`src/design/cab_pkg.sv`:
```
// Shared types and arithmetic helpers for the coverage alpha blend pipeline.
package cab_pkg;

    localparam int unsigned PixelWidth = 32;
    localparam int unsigned ChanWidth  = 8;
    localparam int unsigned SumWidth   = 17;

    localparam logic [ChanWidth-1:0] ChanMax  = 8'hFF;
    localparam logic [SumWidth-1:0]  RoundAdd = 17'd127;

    typedef struct packed {
        logic [PixelWidth-1:0] existing_pixel;
        logic [ChanWidth-1:0]  coverage;
    } pixel_in_t;

    typedef struct packed {
        logic [PixelWidth-1:0] result_pixel;
        logic                  written;
    } pixel_out_t;

    // Item between the alpha scaling half and the channel mixing half.
    typedef struct packed {
        logic [PixelWidth-1:0] existing_pixel;
        logic [ChanWidth-1:0]  scaled;
        logic                  written;
        logic                  opaque;
    } scaled_item_t;

    // Rounded-sum quotient by 255, exact for sums below 65280.
    function automatic logic [ChanWidth-1:0] div255(input logic [SumWidth-1:0] x);
        logic [SumWidth:0] t;
        t = {1'b0, x} + {9'd0, x[SumWidth-1:8]} + 18'd1;
        return t[15:8];
    endfunction

endpackage

```
`src/design/cab_scale.sv`:
```
// Two pipeline stages: coverage times fill alpha, then rounded divide by 255.
module cab_scale (
    input  logic                 clk,
    input  logic                 rst_n,
    input  logic [7:0]           fill_alpha,
    input  logic                 src_valid,
    output logic                 src_stall,
    input  cab_pkg::pixel_in_t   src_data,
    output logic                 mid_valid,
    input  logic                 mid_stall,
    output cab_pkg::scaled_item_t mid_data
);
    import cab_pkg::*;

    logic                  s1_valid_reg;
    logic [SumWidth-1:0]   s1_prod_reg;
    logic                  s1_pass_reg;
    logic [PixelWidth-1:0] s1_pixel_reg;
    logic                  s2_valid_reg;
    scaled_item_t          s2_item_reg;
    logic                  s1_en;
    logic                  s2_en;
    logic [SumWidth-1:0]   s1_prod_next;
    scaled_item_t          s2_item_next;

    // A stage moves when it is empty or its successor moves.
    assign s2_en     = !s2_valid_reg || !mid_stall;
    assign s1_en     = !s1_valid_reg || s2_en;
    assign src_stall = !s1_en;

    assign s1_prod_next = SumWidth'(fill_alpha) * SumWidth'(src_data.coverage) + RoundAdd;

    always_comb
    begin
        s2_item_next.existing_pixel = s1_pixel_reg;
        s2_item_next.scaled         = div255(s1_prod_reg);
        s2_item_next.written        = !s1_pass_reg && (s2_item_next.scaled != '0);
        s2_item_next.opaque         = (s2_item_next.scaled == ChanMax);
    end

    always_ff @(posedge clk or negedge rst_n)
    begin
        if (!rst_n)
        begin
            s1_valid_reg <= 1'b0;
            s2_valid_reg <= 1'b0;
        end
        else
        begin
            if (s1_en)
                s1_valid_reg <= src_valid;
            if (s2_en)
                s2_valid_reg <= s1_valid_reg;
        end
    end

    always_ff @(posedge clk)
    begin
        if (s1_en && src_valid)
        begin
            s1_prod_reg  <= s1_prod_next;
            s1_pass_reg  <= (fill_alpha == '0) || (src_data.coverage == '0);
            s1_pixel_reg <= src_data.existing_pixel;
        end
        if (s2_en && s1_valid_reg)
            s2_item_reg <= s2_item_next;
    end

    assign mid_valid = s2_valid_reg;
    assign mid_data  = s2_item_reg;

endmodule

```
`src/design/cab_mix.sv`:
```
// Two pipeline stages: per-channel source-over products, then divide and pack.
module cab_mix (
    input  logic                  clk,
    input  logic                  rst_n,
    input  logic [23:0]           fill_rgb,
    input  logic                  mid_valid,
    output logic                  mid_stall,
    input  cab_pkg::scaled_item_t mid_data,
    output logic                  dst_valid,
    input  logic                  dst_stall,
    output cab_pkg::pixel_out_t   dst_data
);
    import cab_pkg::*;

    logic                  s3_valid_reg;
    scaled_item_t          s3_item_reg;
    logic [SumWidth-1:0]   s3_sum_reg [4];
    logic                  s4_valid_reg;
    pixel_out_t            s4_out_reg;
    logic                  s3_en;
    logic                  s4_en;
    logic [ChanWidth-1:0]  inv;
    logic [SumWidth-1:0]   s3_sum_next [4];
    pixel_out_t            s4_out_next;
    logic [ChanWidth:0]    alpha_wide;
    logic [ChanWidth-1:0]  alpha_sat;

    assign s4_en     = !s4_valid_reg || !dst_stall;
    assign s3_en     = !s3_valid_reg || s4_en;
    assign mid_stall = !s3_en;

    assign inv = ChanMax - mid_data.scaled;

    // Index 3 holds the destination alpha term, 2..0 hold R, G, B.
    always_comb
    begin
        s3_sum_next[3] = SumWidth'(mid_data.existing_pixel[31:24]) * SumWidth'(inv)
                       + RoundAdd;
        for (int i = 0; i < 3; i++)
        begin
            s3_sum_next[i] = SumWidth'(fill_rgb[i*8 +: 8]) * SumWidth'(mid_data.scaled)
                           + SumWidth'(mid_data.existing_pixel[i*8 +: 8]) * SumWidth'(inv)
                           + RoundAdd;
        end
    end

    assign alpha_wide = {1'b0, s3_item_reg.scaled} + {1'b0, div255(s3_sum_reg[3])};
    assign alpha_sat  = alpha_wide[ChanWidth] ? ChanMax : alpha_wide[ChanWidth-1:0];

    always_comb
    begin
        s4_out_next.written = s3_item_reg.written;
        if (!s3_item_reg.written)
            s4_out_next.result_pixel = s3_item_reg.existing_pixel;
        else if (s3_item_reg.opaque)
            s4_out_next.result_pixel = {ChanMax, fill_rgb};
        else
            s4_out_next.result_pixel = {alpha_sat, div255(s3_sum_reg[2]),
                                        div255(s3_sum_reg[1]), div255(s3_sum_reg[0])};
    end

    always_ff @(posedge clk or negedge rst_n)
    begin
        if (!rst_n)
        begin
            s3_valid_reg <= 1'b0;
            s4_valid_reg <= 1'b0;
        end
        else
        begin
            if (s3_en)
                s3_valid_reg <= mid_valid;
            if (s4_en)
                s4_valid_reg <= s3_valid_reg;
        end
    end

    always_ff @(posedge clk)
    begin
        if (s3_en && mid_valid)
        begin
            s3_item_reg <= mid_data;
            for (int i = 0; i < 4; i++)
                s3_sum_reg[i] <= s3_sum_next[i];
        end
        if (s4_en && s3_valid_reg)
            s4_out_reg <= s4_out_next;
    end

    assign dst_valid = s4_valid_reg;
    assign dst_data  = s4_out_reg;

endmodule

```
`src/design/coverage_alpha_blend_span.sv`:
```
// Throughput: one pixel per cycle while dst is not stalled; four register
// stages (alpha multiply, alpha divide, channel multiply-add, channel divide
// and pack) each move independently, so a stall on dst fills bubbles
// before src is stalled.
// Reset clears all stage valid bits and the fill color to 0.
module coverage_alpha_blend_span (
    input  logic                clk,
    input  logic                rst_n,
    input  logic                cfg_valid,
    output logic                cfg_ready,
    input  logic [31:0]         cfg_data,
    input  logic                src_valid,
    output logic                src_stall,
    input  cab_pkg::pixel_in_t  src_data,
    output logic                dst_valid,
    input  logic                dst_stall,
    output cab_pkg::pixel_out_t dst_data
);
    import cab_pkg::*;

    logic [PixelWidth-1:0] fill_color_reg;
    logic                  mid_valid;
    logic                  mid_stall;
    scaled_item_t          mid_data;

    assign cfg_ready = 1'b1;

    always_ff @(posedge clk or negedge rst_n)
    begin
        if (!rst_n)
            fill_color_reg <= '0;
        else if (cfg_valid && cfg_ready)
            fill_color_reg <= cfg_data;
    end

    cab_scale u_scale (
        .clk        (clk),
        .rst_n      (rst_n),
        .fill_alpha (fill_color_reg[31:24]),
        .src_valid  (src_valid),
        .src_stall  (src_stall),
        .src_data   (src_data),
        .mid_valid  (mid_valid),
        .mid_stall  (mid_stall),
        .mid_data   (mid_data)
    );

    cab_mix u_mix (
        .clk       (clk),
        .rst_n     (rst_n),
        .fill_rgb  (fill_color_reg[23:0]),
        .mid_valid (mid_valid),
        .mid_stall (mid_stall),
        .mid_data  (mid_data),
        .dst_valid (dst_valid),
        .dst_stall (dst_stall),
        .dst_data  (dst_data)
    );

endmodule
```
`config.mk`:
```
export PLATFORM = sky130hd
export DESIGN_NAME = coverage_alpha_blend_span
export DESIGN_NICKNAME = d
export VERILOG_FILES = /design/src/design/cab_pkg.sv /design/src/design/cab_scale.sv /design/src/design/cab_mix.sv /design/src/design/coverage_alpha_blend_span.sv
export SDC_FILE = /design/constraint.sdc
export NUM_CORES = 2
export LEC_CHECK = 0
export ABC_AREA = 0
export BUFFER_PORTS_ARGS = -buffer_cell sky130_fd_sc_hd__buf_2
export CAP_MARGIN = 20
export CORE_MARGIN = 3
export CORE_UTILIZATION = 45
export DETAILED_ROUTE_END_ITERATION = 8
export SLEW_MARGIN = 10
export SYNTH_ARGS = -nofsm -noshare
export SYNTH_HDL_FRONTEND = slang
export SYNTH_HIERARCHICAL = 1
export SYNTH_SLANG_ARGS = --single-unit
```
`constraint.sdc`:
```
create_clock -name clk -period 7.1 [get_ports clk]
set_input_delay 1.42 -clock clk [delete_from_list [all_inputs] [get_ports clk]]
set_output_delay 1.42 -clock clk [all_outputs]
set_load 0.05 [all_outputs]
```
After elaboration in Yosys (flattened, before gate mapping)
Memory sizes are Yosys's and may differ from the RTL's. Cells that the tools add are included. W data, S select, Z words.

Bits in registers: 203. Bits in writable memories: 68. Memories kept: 1. Output and inout port bits: 36. Input bits: 77.

Muxes and demuxes: 5. Add/subtract/negate cells: 20. Reduce and logical (&&, ||, !) cells: 20. Multipliers: 8. Equal/unequal tests: 1.

Memory list: u_mix.s3_sum_reg (words 4, bits a word 17, read ports 4, clocked after Yosys merged registers in 0, wr ports 4, line cab_mix.sv:17) `logic [SumWidth-1:0] s3_sum_reg [4];`.

Operator list (number): $mul A8 B8 Y16 (8); $add A16 B1 Y16 const B (5); $add A16 B9 Y16 (5); $mux W32 (2); $add A16 B16 Y17 (3); $add A17 B7 Y17 const B (3); $add A16 B7 Y17 const B (2); $logic_not A8 Y1 (2); $add A8 B8 Y9 (1); $eq A8 B8 Y1 const B (1); $mux W8 (1); $reduce_bool A8 Y1 (1); $sub A8 B8 Y8 const A (1); $logic_not A1 Y1 (7); $logic_and A1 B1 Y1 (5); $logic_or A1 B1 Y1 (5); $mux W1 (2).

Depth between registers and ports, before layout
An unclocked memory read counts as a cell.

Depth after elaboration: 7. Gate-level depth with buffers: 23.

Cells and area by module
Netlist, hierarchy kept.

By module, submodules not included: cab_mix (times used 1, sequential area each 4344.2 um^2, cells each 2192, area an instance 22066.2 um^2); cab_scale (times used 1, sequential area each 2812.7 um^2, cells each 446, area an instance 5630.4 um^2); coverage_alpha_blend_span (times used 1, sequential area each 800.8 um^2, cells each 70, area an instance 1356.3 um^2).

Worst setup path after synthesis
Ideal clock, no wire load.

Path type: flip-flop to flip-flop. From: register u_scale.s2_item_reg, in the netlist u_scale/mid_data[4]. To: memory u_mix.s3_sum_reg[0][15], data pin. Cell stages (with the launch flop): 19. Data arrival time: 5351 ps. Data required time: 6838 ps. Slack: 1487 ps. Setup time: 262 ps. Buffers on the path: 2. Path through: edfxtp_1 -> clkbuf_1 -> clkbuf_1 -> nand2_1 -> fa_1 -> fa_1 -> inv_1 -> fa_1 -> fa_1 -> fa_1 -> inv_1 -> fa_1 -> inv_1 -> ha_1 -> or4_1 -> a41o_1 -> o21ai_1 -> o21ai_1 -> xor2_1.

RTL lines: start: declaration (line cab_scale.sv:20) `scaled_item_t s2_item_reg;`; start signal: assignment (line cab_scale.sv:66) `s2_item_reg <= s2_item_next;`; end: declaration (line cab_mix.sv:17).

==> qor.yml <==
clock_network:
  cts.reportedPaths.clkPinSlew_ps: 60
  cts_tree: "yes"
  cts-root-buf: "clkbuf_16"
  insertion_delay_ps: 540
  numCtsBuffers: 35
  clkSinkCount: 271
  cts_resized: 0
  post-cts-setup-buffers: 0
  cts.path.max_buffers: 3
  h-tree-depth: 2
  hold_buffers: 0
worst_setup_path:
  timing.rr.start: "u_scale/mid_data[9]"
  startpoint: "u_scale/mid_data[9]"
  worstPathCellList: "buf_4 > nand2_1 > fa_1 > inv_1 > fa_1 > fa_1 > fa_1 > fa_1 > inv_1 > fa_1 > inv_1 > ha_1 > or3_1 > o211ai_1 > nand3_1 > nor4_1 > a21oi_1 > xor2_1"
  worst-path-stages: 18
  startpoint_type: "register"
  max_stage_delay_ps: 790
  cp-endpoint: "u_mix/s3_sum_reg[2][14]"
  r2r_end: "u_mix/s3_sum_reg[2][14]"
  ff2ff_path_depth: 18
  path_buf_inv: 4
  critPathKind: "register to register"
  crit_top_cell: "fa_1"
  endpoint_kind: "register"
  critical-path-top-delay-family: "adder cells"
  cp_slowest_cell: "edfxtp_1"
  cp.required_ps: 7380
  r2r_slack_ps: 1130
  path_max_fanout: 19
  critPathArrivalTime_ps: 6260
placed_design:
  portBuffers: 111
  place_congestion: 0.836
  hpwl_microns: 50400
timing:
  relSlewSlack_pct: 27.5
  tns_ps: 0
  skew_ps: 16.5
  fmax_mhz: 167
  min_period_ps: 5970
  worstMarginPinSlew_ps: 1090
  hold_viol: 0
  post-route-period-util_pct: 84.1
  rsz0062_at_grt: "false"
  drv_slew: 0
  setup_viol_count_final: 0
floorplanning:
  die_x_microns: 260
  die_h_microns: 260
  ios: 113
  start_util_pct: 45.8
  num_rows: 92
  die_area_sq_mm: 0.0676
  coreArea_sq_mm: 0.0634
logic_synthesis:
  synthAdderAreaFrac_pct: 40.2
  ys_async_sr_fraction_pct: 13.3
  yosysWarnings: 6
  ys.flop_type: "edfxtp_1"
  syn-cell-area_sq_mm: 0.0291
  seq_area_frac_synth_pct: 27.4
  synth_cell_types: 69
  synthesis.nets: 3480
  syn_inst: 2708
  synth.largest_area_cell: "fa_1"
  synth_edf_count: 235
  ys_ff_latch: 271
  avgSynthCellArea_sq_um: 10.7
  ys_top_cells_by_area: "fa_1, edfxtp_1, ha_1, inv_1, and2_1"
  post-synth-top-area-fraction_pct: 27.4
  synthMuxAreaShare_pct: 1.74
  synth-compound-area-share_pct: 5.77
  synthXorXnorAreaFrac_pct: 2.89
  synth-simple-area-share_pct: 14.1
  synth_top_family_by_area: "adder cells"
routing:
  antenna_left: 0
  drtIter0Drc: 997
  drc: 0
  wl_per_cell_microns: 18.2
  viasPerCell: 5.15
  dr.pass1.iters: 5
  wirelength_microns: 66600
  dr_total_vias: 18887
global_routing:
  grt-ovfl-total: 0
  grt_max_degree: 69
  grt_pass1_wl_microns: 110000
  antenna_found_initial: 3
  grt_usage_pct: 20.4
  first_global_vias: 20561
finish:
  multi_input_area_sq_mm: 0.0188
  largest_reg_flops: 68
  fillers: 5754
  final_cell_mix: "inv_1, fa_1, ha_1, edfxtp_1, nand2_1"
  drive_above_1_share_pct: 8.69
  regArea_sq_mm: 0.00796
  syn_to_final_growth_pct: 9.22
  layout_commonest_cell: "inv_1"
  nNetsFinal: 3568
worst_hold_path:
  hp-class: "register to register"
flow_run:
  maxCapViolCount: 0
run_status:
  status: "completed"
## cell usage after synthesis, types with 4 or more instances
master and number:
or2_2 4, mux2_4 30, nor2b_1 132, nor2_1 64, dfrtp_1 36, o22a_1 7, a21oi_1 62, and3_1 13
o21ai_0 66, a21o_1 23, o221ai_1 5, inv_1 503, fa_1 397, o211ai_1 7, xor2_1 34, o21ai_1 4
a31oi_1 16, nor3_1 14, nor4_1 7, a211oi_1 12, nand2_1 174, edfxtp_1 235, or4_1 4, o22ai_1 4
nand4_1 12, o21bai_1 5, nand2b_1 143, or3_1 6, a21boi_0 4, o21a_1 18, xnor2_1 62, and2_1 148
nand3_1 32, clkbuf_1 79, ha_1 298
## worst min-delay path by stage
| stage | startpoint | end | slack (ps) | depth (start not counted) |
|---|---|---|---|---|
| 5_1_grt | u_scale/s1_pixel_reg[1] | u_scale/mid_data[11] | 420 | 0 |
| 3_5_place_dp | u_scale/s1_pixel_reg[14] | u_scale/mid_data[24] | 400 | 0 |
| 6_report | u_scale/s1_pixel_reg[11] | u_scale/mid_data[21] | 420 | 0 |
| 3_3_place_gp | u_scale/s1_pixel_reg[3] | u_scale/mid_data[13] | 400 | 0 |
| 2_1_floorplan | u_scale/mid_data[0] | u_mix/s3_item_reg[0] | 400 | 0 |
| 4_1_cts | u_scale/s1_pixel_reg[1] | u_scale/mid_data[11] | 420 | 0 |
## through the flow
| step | hold WS [ps] | std cells | worst slack, ps | instance area, sq um | utilization, % |
|---|---|---|---|---|---|
| 2_1_floorplan | 400 | 2708 | 1490 | 29100 | - |
| 3_3_place_gp | 403 | 3604 | 1200 | 30500 | 48.1 |
| 3_5_place_dp | 405 | 3604 | 1130 | 30500 | 48.1 |
| 4_1_cts | 417 | 3665 | 1120 | 31700 | 50.0 |
| 5_1_grt | 419 | 3666 | 850 | 31700 | 50.0 |
| 6_report | 416 | 3667 | 1130 | 31700 | 50.0 |
## final cells by class
class | count | area share [%]
clock buffers | 41 | 2.86
flip-flops and latches | 271 | 25.1
inverters | 503 | 5.95
clock inverters | 20 | 0.836
multi-input cells | 1846 | 59.4
diodes | 1 | 0.00789
repair buffers | 139 | 2.57
well taps | 846 | 3.34
## cells by family after synthesis
kind of cell	Yosys count
fa+ha+maj	695
compound gates	260
flops	271
buf+inv	591
other cells	1
mux	35
simple gates	759
xor+xnor	96
## per-layer routing
metal,wire length (microns),vias to the layer above,track usage (%)
met5,0,-,0
met4,1840,0,6.02
met3,3010,95,2.56
met2,32600,418,34.8
met1,29100,9565,27.4
li1,-,8809,-
Power is not shown: default switching activity piles up to over one toggle a cycle in this logic, so the estimate is an artifact.
